### src/hw/rtl/gdd_pkg.sv
// Shared types, operation codes and calendar functions for the Gregorian date decrement core.
// Used by gdd_ctrl, gdd_datapath and gregorian_date_decrement_core; no dependencies.
`default_nettype none

package gdd_pkg;

    localparam int CMD_W   = 3;
    localparam int COUNT_W = 8;
    localparam int DAY_W   = 5;
    localparam int MONTH_W = 4;
    localparam int YEAR_W  = 16;
    localparam int STEP_W  = COUNT_W + 3;
    localparam int IN_W    = 40;
    localparam int OUT_W   = 32;

    typedef enum logic [CMD_W-1:0] {
        CMD_DAYS       = 3'd0,
        CMD_WEEKS      = 3'd1,
        CMD_MONTHS     = 3'd2,
        CMD_YEARS      = 3'd3,
        CMD_DECADES    = 3'd4,
        CMD_CENTURY    = 3'd5,
        CMD_MILLENNIUM = 3'd6,
        CMD_NONE       = 3'd7
    } cmd_t;

    typedef struct packed {
        logic load;
        logic fix;
        logic step;
        logic finish;
        logic send;
    } dp_cmd_t;

    typedef struct packed {
        logic steps_zero;
        logic out_free;
    } dp_status_t;

    function automatic logic is_leap(input logic [YEAR_W-1:0] y);
        logic [YEAR_W-1:0] a;
        logic [10:0]       r1;
        logic [8:0]        r2;
        logic              div25;
        a     = y[YEAR_W-1] ? YEAR_W'(-y) : y;
        r1    = ({3'b0, a[15:8]} << 2) + ({3'b0, a[15:8]} << 1) + {3'b0, a[7:0]};
        r2    = ({6'b0, r1[10:8]} << 2) + ({6'b0, r1[10:8]} << 1) + {1'b0, r1[7:0]};
        div25 = 1'b0;
        for (int k = 0; k < 12; k++)
        begin
            if (r2 == 9'(25 * k))
            begin
                div25 = 1'b1;
            end
        end
        return (a[1:0] == 2'b00) && (!div25 || (a[3:0] == 4'b0000));
    endfunction

    function automatic logic [DAY_W-1:0] days_in(input logic [MONTH_W-1:0] m,
                                                 input logic [YEAR_W-1:0]  y);
        logic [DAY_W-1:0] n;
        case (m) inside
            4'd2:                   n = is_leap(y) ? 5'd29 : 5'd28;
            4'd4, 4'd6, 4'd9, 4'd11: n = 5'd30;
            default:                n = 5'd31;
        endcase
        return n;
    endfunction

    function automatic logic [DAY_W-1:0] clamp_day(input logic [DAY_W-1:0]   d,
                                                   input logic [MONTH_W-1:0] m,
                                                   input logic [YEAR_W-1:0]  y);
        logic [DAY_W-1:0] n;
        n = days_in(m, y);
        return (d > n) ? n : d;
    endfunction

endpackage

`default_nettype wire

### src/hw/rtl/gregorian_date_decrement_core.sv
// Top level of the Gregorian date decrement core: stream ports, controller and datapath.
// Depends on gdd_pkg, gdd_ctrl and gdd_datapath.
//
// Channel   Dir  Handshake                     Payload
// s_axis    in   s_tvalid / s_tready           s_tdata[39:0]: cmd, count, day, month, year
// m_axis    out  m_tvalid / m_tready           m_tdata[31:0]: day, month, year
//
// One transaction at a time: after accept the controller passes FIX, RUN (one decrement per step),
// FIN and SEND, which sets m_tvalid once the output register is free, and takes the next transaction
// only back in IDLE; steps is count for days and months, 7 * count for weeks, 1 for year-type codes, 0 otherwise.
// The day/month walker retires one day or one month per cycle.
// The output register holds a result until taken; the next transaction is accepted meanwhile.
// Reset clears control state only; result payload is undefined until the first transaction.
`default_nettype none

module gregorian_date_decrement_core #(
    parameter int unsigned COUNT_MAX = 255
) (
    input  wire logic                       clk,
    input  wire logic                       rst_n,
    input  wire logic                       s_tvalid,
    output logic                            s_tready,
    input  wire logic [gdd_pkg::IN_W-1:0]   s_tdata,  // cmd, count, day_in, month_in, year_in
    output logic                            m_tvalid,
    input  wire logic                       m_tready,
    output logic [gdd_pkg::OUT_W-1:0]       m_tdata   // day_out, month_out, year_out
);
    import gdd_pkg::*;

    dp_cmd_t          dp_cmd;
    dp_status_t       dp_status;
    logic [DAY_W-1:0]   day_out;
    logic [MONTH_W-1:0] month_out;
    logic [YEAR_W-1:0]  year_out;

    gdd_ctrl u_ctrl (
        .clk      (clk),
        .rst_n    (rst_n),
        .in_valid (s_tvalid),
        .in_ready (s_tready),
        .status   (dp_status),
        .cmd      (dp_cmd)
    );

    gdd_datapath #(
        .COUNT_MAX (COUNT_MAX)
    ) u_datapath (
        .clk       (clk),
        .rst_n     (rst_n),
        .cmd       (dp_cmd),
        .status    (dp_status),
        .cmd_in    (s_tdata[2:0]),
        .count_in  (s_tdata[10:3]),
        .day_in    (s_tdata[15:11]),
        .month_in  (s_tdata[19:16]),
        .year_in   (s_tdata[35:20]),
        .out_valid (m_tvalid),
        .out_ready (m_tready),
        .day_out   (day_out),
        .month_out (month_out),
        .year_out  (year_out)
    );

    assign m_tdata = {7'b0, year_out, month_out, day_out};

endmodule

`default_nettype wire

### src/hw/rtl/gdd_ctrl.sv
// Controller state machine for the Gregorian date decrement core.
// Depends on gdd_pkg; drives gdd_datapath through dp_cmd_t and reads dp_status_t.
`default_nettype none

module gdd_ctrl (
    input  wire logic                clk,
    input  wire logic                rst_n,
    input  wire logic                in_valid,
    output logic                     in_ready,
    input  wire gdd_pkg::dp_status_t status,
    output gdd_pkg::dp_cmd_t         cmd
);
    import gdd_pkg::*;

    typedef enum logic [2:0] {
        ST_IDLE,
        ST_FIX,
        ST_RUN,
        ST_FIN,
        ST_SEND
    } state_t;

    state_t state_reg, state_next;
    logic   ready_reg, ready_next;

    always_comb
    begin
        cmd        = '0;
        state_next = state_reg;
        ready_next = 1'b0;
        unique case (state_reg)
            ST_IDLE:
            begin
                ready_next = 1'b1;
                if (in_valid && ready_reg)
                begin
                    cmd.load   = 1'b1;
                    state_next = ST_FIX;
                    ready_next = 1'b0;
                end
            end
            ST_FIX:
            begin
                cmd.fix    = 1'b1;
                state_next = ST_RUN;
            end
            ST_RUN:
            begin
                if (status.steps_zero)
                begin
                    state_next = ST_FIN;
                end
                else
                begin
                    cmd.step = 1'b1;
                end
            end
            ST_FIN:
            begin
                cmd.finish = 1'b1;
                state_next = ST_SEND;
            end
            ST_SEND:
            begin
                if (status.out_free)
                begin
                    cmd.send   = 1'b1;
                    state_next = ST_IDLE;
                    ready_next = 1'b1;
                end
            end
            default:
            begin
                state_next = ST_IDLE;
            end
        endcase
    end

    always_ff @(posedge clk or negedge rst_n)
    begin
        if (!rst_n)
        begin
            state_reg <= ST_IDLE;
            ready_reg <= 1'b0;
        end
        else
        begin
            state_reg <= state_next;
            ready_reg <= ready_next;
        end
    end

    assign in_ready = ready_reg;

endmodule

`default_nettype wire

### src/hw/rtl/gdd_datapath.sv
// Datapath for the Gregorian date decrement core: date registers, step counter, output register.
// Depends on gdd_pkg; commanded by gdd_ctrl.
`default_nettype none

module gdd_datapath #(
    parameter int unsigned COUNT_MAX = 255
) (
    input  wire logic                          clk,
    input  wire logic                          rst_n,
    input  wire gdd_pkg::dp_cmd_t              cmd,
    output gdd_pkg::dp_status_t                status,
    input  wire logic [gdd_pkg::CMD_W-1:0]     cmd_in,
    input  wire logic [gdd_pkg::COUNT_W-1:0]   count_in,
    input  wire logic [gdd_pkg::DAY_W-1:0]     day_in,
    input  wire logic [gdd_pkg::MONTH_W-1:0]   month_in,
    input  wire logic [gdd_pkg::YEAR_W-1:0]    year_in,
    output logic                               out_valid,
    input  wire logic                          out_ready,
    output logic [gdd_pkg::DAY_W-1:0]          day_out,
    output logic [gdd_pkg::MONTH_W-1:0]        month_out,
    output logic [gdd_pkg::YEAR_W-1:0]         year_out
);
    import gdd_pkg::*;

    logic [DAY_W-1:0]   day_reg, day_next;
    logic [MONTH_W-1:0] month_reg, month_next;
    logic [YEAR_W-1:0]  year_reg, year_next;
    logic [STEP_W-1:0]  steps_reg, steps_next;
    logic [YEAR_W-1:0]  delta_reg, delta_next;
    cmd_t               op_reg, op_next;
    logic [DAY_W-1:0]   dout_reg;
    logic [MONTH_W-1:0] mout_reg;
    logic [YEAR_W-1:0]  yout_reg;
    logic               out_valid_reg, out_valid_next;

    logic [COUNT_W-1:0] cnt;
    logic [STEP_W-1:0]  cnt_s;
    logic [YEAR_W-1:0]  cnt_y;
    logic [MONTH_W-1:0] month_fix;

    always_comb
    begin
        cnt       = ({{(32-COUNT_W){1'b0}}, count_in} > COUNT_MAX) ? COUNT_MAX[COUNT_W-1:0]
                                                                   : count_in;
        cnt_s     = {3'b0, cnt};
        cnt_y     = {{(YEAR_W-COUNT_W){1'b0}}, cnt};
        month_fix = (month_in == 4'd0) ? 4'd1 : ((month_in > 4'd12) ? 4'd12 : month_in);
    end

    always_comb
    begin
        day_next   = day_reg;
        month_next = month_reg;
        year_next  = year_reg;
        steps_next = steps_reg;
        delta_next = delta_reg;
        op_next    = op_reg;
        if (cmd.load)
        begin
            op_next    = cmd_t'(cmd_in);
            day_next   = (day_in == 5'd0) ? 5'd1 : day_in;
            month_next = month_fix;
            year_next  = year_in;
            unique case (cmd_t'(cmd_in))
                CMD_DAYS:       steps_next = cnt_s;
                CMD_WEEKS:      steps_next = (cnt_s << 3) - cnt_s;
                CMD_MONTHS:     steps_next = cnt_s;
                CMD_NONE:       steps_next = '0;
                default:        steps_next = STEP_W'(1);
            endcase
            unique case (cmd_t'(cmd_in))
                CMD_DECADES:    delta_next = (cnt_y << 3) + (cnt_y << 1);
                CMD_CENTURY:    delta_next = 16'd100;
                CMD_MILLENNIUM: delta_next = 16'd1000;
                default:        delta_next = cnt_y;
            endcase
        end
        else if (cmd.fix || cmd.finish)
        begin
            day_next = clamp_day(day_reg, month_reg, year_reg);
        end
        else if (cmd.step)
        begin
            steps_next = steps_reg - STEP_W'(1);
            case (op_reg) inside
                CMD_DAYS, CMD_WEEKS:
                begin
                    if (day_reg > 5'd1)
                    begin
                        day_next = day_reg - 5'd1;
                    end
                    else if (month_reg == 4'd1)
                    begin
                        day_next   = 5'd31;
                        month_next = 4'd12;
                        year_next  = year_reg - 16'd1;
                    end
                    else
                    begin
                        month_next = month_reg - 4'd1;
                        day_next   = days_in(month_reg - 4'd1, year_reg);
                    end
                end
                CMD_MONTHS:
                begin
                    day_next = clamp_day(day_reg, month_reg, year_reg);
                    if (month_reg == 4'd1)
                    begin
                        month_next = 4'd12;
                        year_next  = year_reg - 16'd1;
                    end
                    else
                    begin
                        month_next = month_reg - 4'd1;
                    end
                end
                CMD_YEARS, CMD_DECADES, CMD_CENTURY, CMD_MILLENNIUM:
                begin
                    year_next = year_reg - delta_reg;
                end
                default:
                begin
                end
            endcase
        end
    end

    always_comb
    begin
        out_valid_next = out_valid_reg;
        if (cmd.send)
        begin
            out_valid_next = 1'b1;
        end
        else if (out_ready)
        begin
            out_valid_next = 1'b0;
        end
    end

    always_ff @(posedge clk)
    begin
        day_reg   <= day_next;
        month_reg <= month_next;
        year_reg  <= year_next;
        delta_reg <= delta_next;
        op_reg    <= op_next;
        if (cmd.send)
        begin
            dout_reg <= day_reg;
            mout_reg <= month_reg;
            yout_reg <= year_reg;
        end
    end

    always_ff @(posedge clk or negedge rst_n)
    begin
        if (!rst_n)
        begin
            steps_reg     <= '0;
            out_valid_reg <= 1'b0;
        end
        else
        begin
            steps_reg     <= steps_next;
            out_valid_reg <= out_valid_next;
        end
    end

    assign status.steps_zero = (steps_reg == '0);
    assign status.out_free   = !out_valid_reg || out_ready;
    assign out_valid         = out_valid_reg;
    assign day_out           = dout_reg;
    assign month_out         = mout_reg;
    assign year_out          = yout_reg;

endmodule

`default_nettype wire
### config.mk
export PLATFORM = sky130hd
export DESIGN_NAME = gregorian_date_decrement_core
export DESIGN_NICKNAME = d
export VERILOG_FILES = /design/src/hw/rtl/gdd_pkg.sv /design/src/hw/rtl/gregorian_date_decrement_core.sv /design/src/hw/rtl/gdd_ctrl.sv /design/src/hw/rtl/gdd_datapath.sv
export SDC_FILE = /design/constraint.sdc
export NUM_CORES = 1
export LEC_CHECK = 0
export ABC_AREA = 1
export BUFFER_PORTS_ARGS = -buffer_cell sky130_fd_sc_hd__buf_2
export CAP_MARGIN = 20
export CORE_UTILIZATION = 55
export CTS_BUF_LIST = sky130_fd_sc_hd__clkbuf_4 sky130_fd_sc_hd__clkbuf_8
export DETAILED_ROUTE_END_ITERATION = 7
export HOLD_SLACK_MARGIN = 0.15
export PLACE_DENSITY_LB_ADDON = 0.05
export SETUP_SLACK_MARGIN = 0.4
export SYNTH_ARGS = -nofsm -noshare
export SYNTH_HDL_FRONTEND = slang
export SYNTH_SLANG_ARGS = --single-unit
export TNS_END_PERCENT = 20
### constraint.sdc
create_clock -name clk -period 15.82 [get_ports clk]
set_input_delay 1.582 -clock clk [delete_from_list [all_inputs] [get_ports clk]]
set_output_delay 1.582 -clock clk [all_outputs]
set_load 0.05 [all_outputs]
Word level (Yosys, flattened, before mapping)
Index checks and enable logic that the tools add are counted.
{"block": "word_totals", "word_cells": 202, "ff_bits": 85, "input_bits": 44, "output_inout_bits": 34}
{"block": "classes", "order_cmp": 4, "n_eq_ne": 44, "muxes": 91, "add_sub_neg": 12, "n_reduce_logical": 39}
{"op": "$mux 16", "n": 9}
{"op": "$mux 5", "n": 20}
{"op": "$pmux 16 s3", "n": 1}
{"op": "$eq 9x8->1 const B", "n": 5}
{"op": "$mux 1", "n": 43}
{"op": "$mux 4", "n": 9}
{"op": "$mux 11", "n": 3}
{"op": "$pmux 11 s3", "n": 1}
{"op": "$eq 9x7->1 const B", "n": 3}
{"op": "$eq 3x3->1 const B", "n": 8}
{"op": "$eq 4x3->1 const B", "n": 4}
{"op": "$eq 4x4->1 const B", "n": 4}
{"op": "$neg 16->16", "n": 1}
{"op": "$sub 16x1->16 const B", "n": 1}
{"op": "$sub 16x16->16", "n": 1}
{"op": "$eq 3x2->1 const B", "n": 5}
{"op": "$pmux 3 s5", "n": 1}
{"op": "$add 11x9->12", "n": 1}
{"op": "$reduce_and 4->1", "n": 3}
{"op": "$reduce_bool 4->1", "n": 3}
{"op": "$reduce_or 4->1", "n": 3}
{"op": "$add 10x9->11", "n": 1}
{"op": "$add 11x8->11", "n": 1}
{"op": "$logic_not 11->1", "n": 1}
{"op": "other kinds (33)", "n": 58}

Depth between registers and ports, before layout
Gate-level depths: netlist of the first run.
{"block": "depth", "depth_word": 42, "depth_mapped": 46, "mapped_depth_nobuf": 46}

By module
Synthesis of the first run repeated with hierarchy kept, for this count alone.
{"block": "hier_totals", "hier_cells": 873, "area_unflattened_um2": 6765.2}
{"mod": "gdd_datapath", "seq_area_each_um2": 2252.2, "area_per_inst_um2": 6477.5, "instances": 1, "cells_each": 836}
{"mod": "gdd_ctrl", "seq_area_each_um2": 100.1, "area_per_inst_um2": 231.5, "instances": 1, "cells_each": 29}
{"mod": "gregorian_date_decrement_core", "seq_area_each_um2": 0.0, "area_per_inst_um2": 56.3, "instances": 1, "cells_each": 8}

Least setup slack after synthesis of the first run
OpenSTA, ideal clock, no wires.
{"block": "synth_path", "path_type": "flip-flop to flip-flop", "start": "register u_datapath.year_reg[0]", "end": "register u_datapath.day_reg[0] (enable)", "setup_ns": 0.362, "setup_slack_ns": 9.407, "n_path_buf": 0, "required_time_ns": 15.458, "synth_period_minus_slack_ns": 6.413, "path_stages_with_launch": 39, "t_arrival_ns": 6.051, "path_cell_list": "edfxtp_1 -> inv_2 -> ha_1 -> nand2_1 -> nor2_1 -> inv_1 -> o21ai_0 -> xor2_1 -> fa_1 -> ha_1 -> a21oi_1 -> nand3_2 -> a21oi_1 -> o21bai_1 -> xor2_1 -> inv_1 -> ha_1 -> inv_1 -> (+3 left out) -> a21oi_1 -> nand2_1 -> nand2_1 -> nand2_1 -> nor2_1 -> nand2_1 -> nand3_1 -> nand3_1 -> nand2_1 -> a21oi_2 -> nand2_1 -> nand2_2 -> nand3_2 -> nand2_1 -> ha_1 -> a21oi_1 -> o21ai_0 -> a32oi_1"}
{"block": "synth_via", "elab_chain_cells": 38, "elab_cells_between_ends": 62, "classes_between": "add/sub: 5; order compare: 2; eq/ne: 12; mux: 32; reduce/logical: 11"}
{"element": "start: declaration", "line": "gdd_datapath.sv:27", "source": "logic [YEAR_W-1:0] year_reg, year_next;"}
{"element": "start signal: assignment", "line": "gdd_datapath.sv:145", "source": "year_reg <= year_next;"}
{"element": "$neg 16->16", "line": "gdd_pkg.sv:45", "source": "a = y[YEAR_W-1] ? YEAR_W'(-y) : y;"}
{"element": "$mux 16 *", "line": "gdd_pkg.sv:45"}
{"element": "$add 10x9->11", "line": "gdd_pkg.sv:46", "source": "r1 = ({3'b0, a[15:8]} << 2) + ({3'b0, a[15:8]} << 1) + {3'b0, a[7:0]};"}
{"element": "$add 11x8->11", "line": "gdd_pkg.sv:46"}
{"element": "$add 5x4->6", "line": "gdd_pkg.sv:47", "source": "r2 = ({6'b0, r1[10:8]} << 2) + ({6'b0, r1[10:8]} << 1) + {1'b0, r1[7:0]};"}
{"element": "$add 9x8->9", "line": "gdd_pkg.sv:47"}
{"element": "$logic_not 9->1", "line": "gdd_pkg.sv:51", "source": "if (r2 == 9'(25 * k))"}
{"element": "$mux 1 (6 in a row)", "line": "gdd_pkg.sv:51"}
{"element": "(+16 left out)"}
{"element": "$mux 5", "line": "gdd_pkg.sv:62", "source": "case (m) inside"}
{"element": "$mux 5 (2 in a row)", "line": "gdd_datapath.sv:85", "source": "case (op_reg) inside"}
{"element": "$mux 5", "line": "gdd_datapath.sv:82", "source": "else if (cmd.step)"}
{"element": "$mux 5", "line": "gdd_datapath.sv:78", "source": "else if (cmd.fix || cmd.finish)"}
{"element": "$mux 5", "line": "gdd_datapath.sv:58", "source": "if (cmd.load)"}
{"element": "$gt 5x5->1", "line": "gdd_pkg.sv:75", "source": "return (d > n) ? n : d;"}
{"element": "$reduce_bool 4->1 (no line)"}
{"element": "$reduce_and 4->1 (no line) *"}
{"element": "end signal: assignment", "line": "gdd_datapath.sv:143", "source": "day_reg <= day_next;"}
{"element": "end: declaration", "line": "gdd_datapath.sv:25", "source": "logic [DAY_W-1:0] day_reg, day_next;"}
Mark *: on every way between the ends. The rest lies on a longest branch, timed or not. The select of a mux whose other input is x is not followed.
A chain may end at the register's enable or synchronous reset.

Worst setup path after layout of the first run
Ends and elaborated chain as after synthesis.

==> metrics.txt, run 1 <==
outcome=finished clean; initial antenna violation count=0; CP Launch Point=u_datapath.year_reg[0]; required time worst endpoint=15.84 ns; total die area=13100 um^2; number of different library cells in the post-synthesis netlist=56; Antenna Nets Post-Route=0; hold depth=1; Synth Flop Type=sky130_fd_sc_hd__edfxtp_1; GRT Total Usage=27.6%; number of setup buffers added after CTS=0; Place WS=8.24 ns; R2R Setup Slk=8.15 ns; Ports=78; unrepaired setup endpoints after global routing=no; detailed-route vias per instance=5.47; maximum number of pins on one net before global-route repair=49; global placement routability congestion=0.925; final sum of negative setup slack=0 ns; EDFF count, synth=65; antenna diode count=0; Critical Path Source Type=flip-flop; number of global-route vias before repair=6180; TritonCTS Buffers=9; transition at the pin with the smallest max-transition slack=0.812 ns; f_max=130 MHz; starting density of the core=57.2%; depth of the CTS H-tree=3; critical-path maximum fanout=7; clock latency at the later pin of the worst-skew pair=0.38 ns; instance count of the mapped netlist=897; top post-synthesis cells by area=sky130_fd_sc_hd__edfxtp_1 28%, sky130_fd_sc_hd__ha_1 10%, sky130_fd_sc_hd__nand2_1 9.2%; depth of the worst register-to-register path=38; dpl hpwl=13400 um; number of DRC markers in iteration 0=343; clock transition at the register clock pins on the worst setup and hold paths after CTS=0.09 ns; hold violation total from the final report=0; DP Cell Count=1124; number of warnings issued by yosys=0; Die Wd=114 um; final-report setup violation count=0; number of fillers in the final layout=1074; DRC=0; Final period util=48.5%; via total after detailed routing=6233; routed wire length=16900 um; fraction of synthesized cell area taken by the top area cell type=28.1%; startpoint of the worst register-to-register path=u_datapath.year_reg[0]; endpoint kind of the worst setup timing path=flip-flop; clock tree root buffer cell=sky130_fd_sc_hd__clkbuf_8; worst rel slew slack=45.5%; buffers from clock root to sink, at most=2; Layout Utilization=63.0%; end of the worst register-to-register path=u_datapath.day_reg[0]; number of max-slew violations in the final report=0; final standard cell count with taps included and fillers excluded=1140; Placeable Area=12200 um^2; grt ovf=0; global-route wire length before repair=28100 um; number of gates given a new drive strength after cts=0; kind of path behind the tightest hold check=flip-flop to flip-flop; worst-path cell with the longest stage delay=sky130_fd_sc_hd__a32oi_1; Avg Inst Size Synth=7.76 um^2; std cell rows=40; share of final-layout standard cells stronger than drive strength 1=12.7%; crit path DAT=7.68 ns; final critical-path setup slack=8.15 ns; share of flip-flops with an asynchronous set or reset after synthesis=19.8%; top cells by count, synth=171 x sky130_fd_sc_hd__nand2_1, 138 x sky130_fd_sc_hd__inv_1, 102 x sky130_fd_sc_hd__nor2_1; area growth from synthesis to final layout=10.0%; net count of the finished layout=1078; cell accounting for the most synthesized area=sky130_fd_sc_hd__edfxtp_1; portion of the post-synthesis area used by sequential elements=33.8%; hold-fix buffer count after cts=0; TritonRoute pass-1 iters=5; final critical path time including I/O delays and setup=7.67 ns; delay of the slowest cell on the worst path=0.52 ns; Crit path top cell by count=sky130_fd_sc_hd__nand2_1; Die Y=114 um; capture point of the critical path=u_datapath.day_reg[0]; number of buffer cells added on primary ports=66; post-synthesis cell area=6960 um^2; clock net sink count=81; most instantiated library cell after synthesis=sky130_fd_sc_hd__nand2_1; drt wl/cell=14.8 um; clock skew=0.0172 ns; flops & latches, synth=81; type of the worst setup path=flip-flop to flip-flop; maxcap violations=0; clock tree from TritonCTS=done
-- stage by stage --
stage,hold slack [ns],area (um^2)
floorplan,0.475,6980
global placement,0.516,7450
detailed placement,0.515,7450
CTS,0.533,7660
global route,0.551,7660
finish,0.535,7660
-- cell families (layout without fill, tap and decap cells) --
family	count (synthesis)	count (layout)	synth area share, %
compound gates	178	178	15.3
xor+xnor	37	37	4.66
simple gates	373	373	23.9
flops	81	81	33.8
fa+ha+maj	67	67	13.0
other cells	1	7	0.0539
buf+inv	160	229	9.30
-- worst min-delay path by stage --
stage | start | endpoint | slack (ns)
2_1_floorplan | u_datapath.year_reg[13] | u_datapath.year_out[13] | 0.48
3_3_place_gp | u_ctrl.state_reg[0] | u_ctrl.state_reg[0] | 0.52
3_5_place_dp | u_datapath.year_reg[13] | u_datapath.year_out[13] | 0.52
4_1_cts | u_datapath.year_reg[13] | u_datapath.year_out[13] | 0.53
5_1_grt | u_datapath.year_reg[13] | u_datapath.year_out[13] | 0.55
6_report | u_ctrl.state_reg[0] | u_ctrl.state_reg[0] | 0.54
-- final cells by class --
type | instances | area, um^2 | share of cell area, %
Timing Repair Buffer | 70 | 360 | 4.71
Clock inverter | 5 | 62.6 | 0.817
Sequential cell | 81 | 2350 | 30.7
Multi-Input combinational cell | 662 | 3990 | 52.1
Tap cell | 168 | 210 | 2.75
Clock buffer | 11 | 145 | 1.90
Inverter | 143 | 537 | 7.01
-- worst max-delay path: cells and delay by family, from the launching register on --
kind / cells / cell delay, ns
buffers and inverters: 3 / 0.34
and+or+nand+nor: 17 / 1.69
AOI/OAI and AO/OA: 8 / 1.63
DFF: 1 / 0.50
xor gates and xnor gates: 3 / 0.85
adders and majority gates: 7 / 2.29
-- layer usage --
metal	part of all wire, %	vias up	track usage, %
met2	50	165	48.9
met5	0	-	0
met3	4.5	30	4.13
met1	44	2885	33.6
met4	2.0	0	10.9
li1	-	3153	-
-- cells in the final DEF, fill, tap and decap left out, types with 3 or more instances in the layout --
| master | instances |
|---|---|
| sky130_fd_sc_hd__nand2_1 | 171 |
| sky130_fd_sc_hd__inv_1 | 138 |
| sky130_fd_sc_hd__nor2_1 | 101 |
| sky130_fd_sc_hd__buf_2 | 66 |
| sky130_fd_sc_hd__edfxtp_1 | 65 |
| sky130_fd_sc_hd__ha_1 | 58 |
| sky130_fd_sc_hd__o21ai_0 | 55 |
| sky130_fd_sc_hd__a21oi_1 | 52 |
| sky130_fd_sc_hd__nand3_1 | 37 |
| sky130_fd_sc_hd__xor2_1 | 26 |
| sky130_fd_sc_hd__dfrtp_1 | 16 |
| sky130_fd_sc_hd__nor3_1 | 13 |
| sky130_fd_sc_hd__nand4_1 | 13 |
| sky130_fd_sc_hd__o211ai_1 | 12 |
| sky130_fd_sc_hd__xnor2_1 | 11 |
| sky130_fd_sc_hd__a31oi_1 | 11 |
| sky130_fd_sc_hd__clkbuf_8 | 10 |
| sky130_fd_sc_hd__fa_1 | 9 |
| sky130_fd_sc_hd__nor2_2 | 8 |
| sky130_fd_sc_hd__o31ai_1 | 7 |
| sky130_fd_sc_hd__conb_1 | 7 |
| sky130_fd_sc_hd__nand2_2 | 6 |
| sky130_fd_sc_hd__inv_2 | 5 |
| sky130_fd_sc_hd__o221ai_1 | 5 |
| sky130_fd_sc_hd__o21ai_1 | 5 |
| sky130_fd_sc_hd__nand2_4 | 5 |
| sky130_fd_sc_hd__o21bai_1 | 4 |
| sky130_fd_sc_hd__o22ai_1 | 4 |
| sky130_fd_sc_hd__nand3b_1 | 4 |
| sky130_fd_sc_hd__buf_4 | 4 |
| sky130_fd_sc_hd__o21a_1 | 3 |
| sky130_fd_sc_hd__nand3_2 | 3 |
Power of run 1 is not shown: default switching activity piles up to over one toggle a cycle in this logic, so the estimate is an artifact.
==> run 2, diff against run 1 <==
clock period = 7 ns   (was 15.82 ns; I/O delays follow)
==> run 2 against run 1 <==
Compared with the run above:
- cell count up 5.4%
- core utilization increased by 7.2 points
- clock skew shrank 0.0053 ns
- wire length grew 18%
- sequential share of layout area down 3.1 points
- final area is 11% higher
- fmax grew 14%
- critical path type unchanged
==> metrics.txt, run 2 (synthesis results as in run 1) <==
number of max-slew violations in the final report=0 (unchanged); TritonCTS Buffers=9 (unchanged); worst-path cell with the longest stage delay=sky130_fd_sc_hd__edfxtp_1; Layout Utilization=70.1% (+7.2 points); starting density of the core=57.2% (unchanged); critical-path maximum fanout=5 (-2); commonest non-fill, non-tap cells in the layout=151 x sky130_fd_sc_hd__nand2_1, 131 x sky130_fd_sc_hd__inv_1, 96 x sky130_fd_sc_hd__nor2_1; detailed-route vias per instance=5.60 (+2.4%); transition at the pin with the smallest max-transition slack=0.983 ns (+0.171 ns); end of the worst register-to-register path=u_datapath.day_reg[0]; final critical path time including I/O delays and setup=6.74 ns (-0.926 ns); clock tree from TritonCTS=done; depth of the CTS H-tree=3 (unchanged); routed wire length=19900 um (+18%); hold-fix buffer count after cts=0 (unchanged); initial antenna violation count=0 (unchanged); number of DRC markers in iteration 0=409 (+19%); clock latency at the later pin of the worst-skew pair=0.38 ns (about the same); delay of the slowest cell on the worst path=0.46 ns (-0.06 ns); share of final-layout standard cells stronger than drive strength 1=24.3% (+12 points); clock skew=0.0119 ns (-0.00528 ns); worst rel slew slack=33.9% (-12 points); clock tree root buffer cell=sky130_fd_sc_hd__clkbuf_8; Place WS=-0.0944 ns (-8.34 ns); f_max=148 MHz (+14%); Ports=78 (unchanged); kind of path behind the tightest hold check=input port to asynchronous set/reset pin; maximum number of pins on one net before global-route repair=48 (-2.0%); clock net sink count=81 (unchanged); outcome=finished clean; area growth from synthesis to final layout=22.5%; startpoint of the worst register-to-register path=u_datapath.year_reg[2]; required time worst endpoint=7.09 ns (-8.75 ns); Antenna Nets Post-Route=0 (unchanged); net count of the finished layout=1140 (+5.8%); antenna diode count=0 (unchanged); Crit path top cell by count=sky130_fd_sc_hd__nand2_2; std cell rows=40 (unchanged); hold violation total from the final report=0 (unchanged); buffers from clock root to sink, at most=2 (unchanged); dpl hpwl=13600 um (+0.86%); drt wl/cell=16.6 um (+12%); Die Y=114 um (unchanged); depth of the worst register-to-register path=44 (+16%); number of global-route vias before repair=6608 (+6.9%); Die Wd=114 um (unchanged); grt ovf=0 (unchanged); R2R Setup Slk=0.26 ns (-7.89 ns); via total after detailed routing=6732 (+8.0%); number of buffer cells added on primary ports=66 (unchanged); total die area=13100 um^2 (unchanged); Critical Path Source Type=flip-flop; unrepaired setup endpoints after global routing=yes; Placeable Area=12200 um^2 (unchanged); global-route wire length before repair=30700 um (+9.4%); Final period util=96.3% (+48 points); GRT Total Usage=30.3% (+2.7 points); final-report setup violation count=0 (unchanged); endpoint kind of the worst setup timing path=flip-flop; clock transition at the register clock pins on the worst setup and hold paths after CTS=0.09 ns (about the same); TritonRoute pass-1 iters=6 (+1); final critical-path setup slack=0.260 ns (-7.89 ns); crit path DAT=6.83 ns (-0.85 ns); DRC=0 (unchanged); type of the worst setup path=flip-flop to flip-flop; global placement routability congestion=0.902 (-2.5%); maxcap violations=0 (unchanged); most common library cell in the layout ignoring fill and taps=sky130_fd_sc_hd__nand2_1
-- run 2: cell count changes in the layout (fill, tap and decap cells not counted), sizes merged --
| cell | change |
|---|---|
| buf | +62 |
| inv | +2 |
| clkinv | -1 |
| clkbuf | -1 |
-- run 2: how the worst max path moves through the flow --
stage	start	end	slack (ns)	cells past startpoint
final	u_datapath.year_reg[2]	u_datapath.day_reg[0]	0.26	44
after global routing	u_datapath.year_reg[2]	u_datapath.day_reg[0]	-0.05	46
after CTS	u_datapath.year_reg[1]	u_datapath.day_reg[0]	0.40	44
after detailed placement	u_datapath.year_reg[0]	u_datapath.day_reg[4]	-0.09	39
after global placement	u_datapath.year_reg[0]	u_datapath.day_reg[4]	0.11	39
after floorplan	u_datapath.year_reg[0]	u_datapath.day_reg[0]	0.59	38
-- run 2: layer usage --
metal	part of all wire (%)	vias up	global-route usage, %
li1	-	3261	-
met1	40	3142	34.9
met2	51	260	53.5
met3	5.6	69	5.66
met4	3.8	0	15.6
met5	0	-	0
-- run 2: area by class of cell --
cell class,count,area (um^2)
clock buffers,10,131
clock inverters,6,63.8
fillers,988,3640
inverters,143,539
multi-input cells,662,4390
flip-flops and latches,81,2350
well taps,168,210
repair buffers,132,837
-- run 2: timing repair --
item,CTS,global route
pin swaps,21,39
buffers inserted,38,10
endpoints found under the setup margin,5,6
resized for setup,34,60
-- run 2: metrics by stage --
step / cells / setup TNS, ns / area [um^2] / hold slack [ns]
after floorplan: 903 / 0 / 6980 / 0.404
after global placement: 1138 / 0 / 7550 / 0.515
after detailed placement: 1138 / -0.471 / 7550 / 0.520
after CTS: 1192 / 0 / 8210 / 0.224
after global routing: 1202 / -0.196 / 8530 / 0.253
final: 1202 / 0 / 8530 / 0.232
-- run 2: critical path: cells and delay by family (launching register included) --
kind                       cells  cell delay, ns
xor gates and xnor gates       2            0.32
buffers and inverters          2            0.27
AOI/OAI and AO/OA              9            1.23
and+or+nand+nor               26            2.76
adders and majority gates      5            1.39
DFF                            1            0.46
Power of run 2 is left out for the same reason.
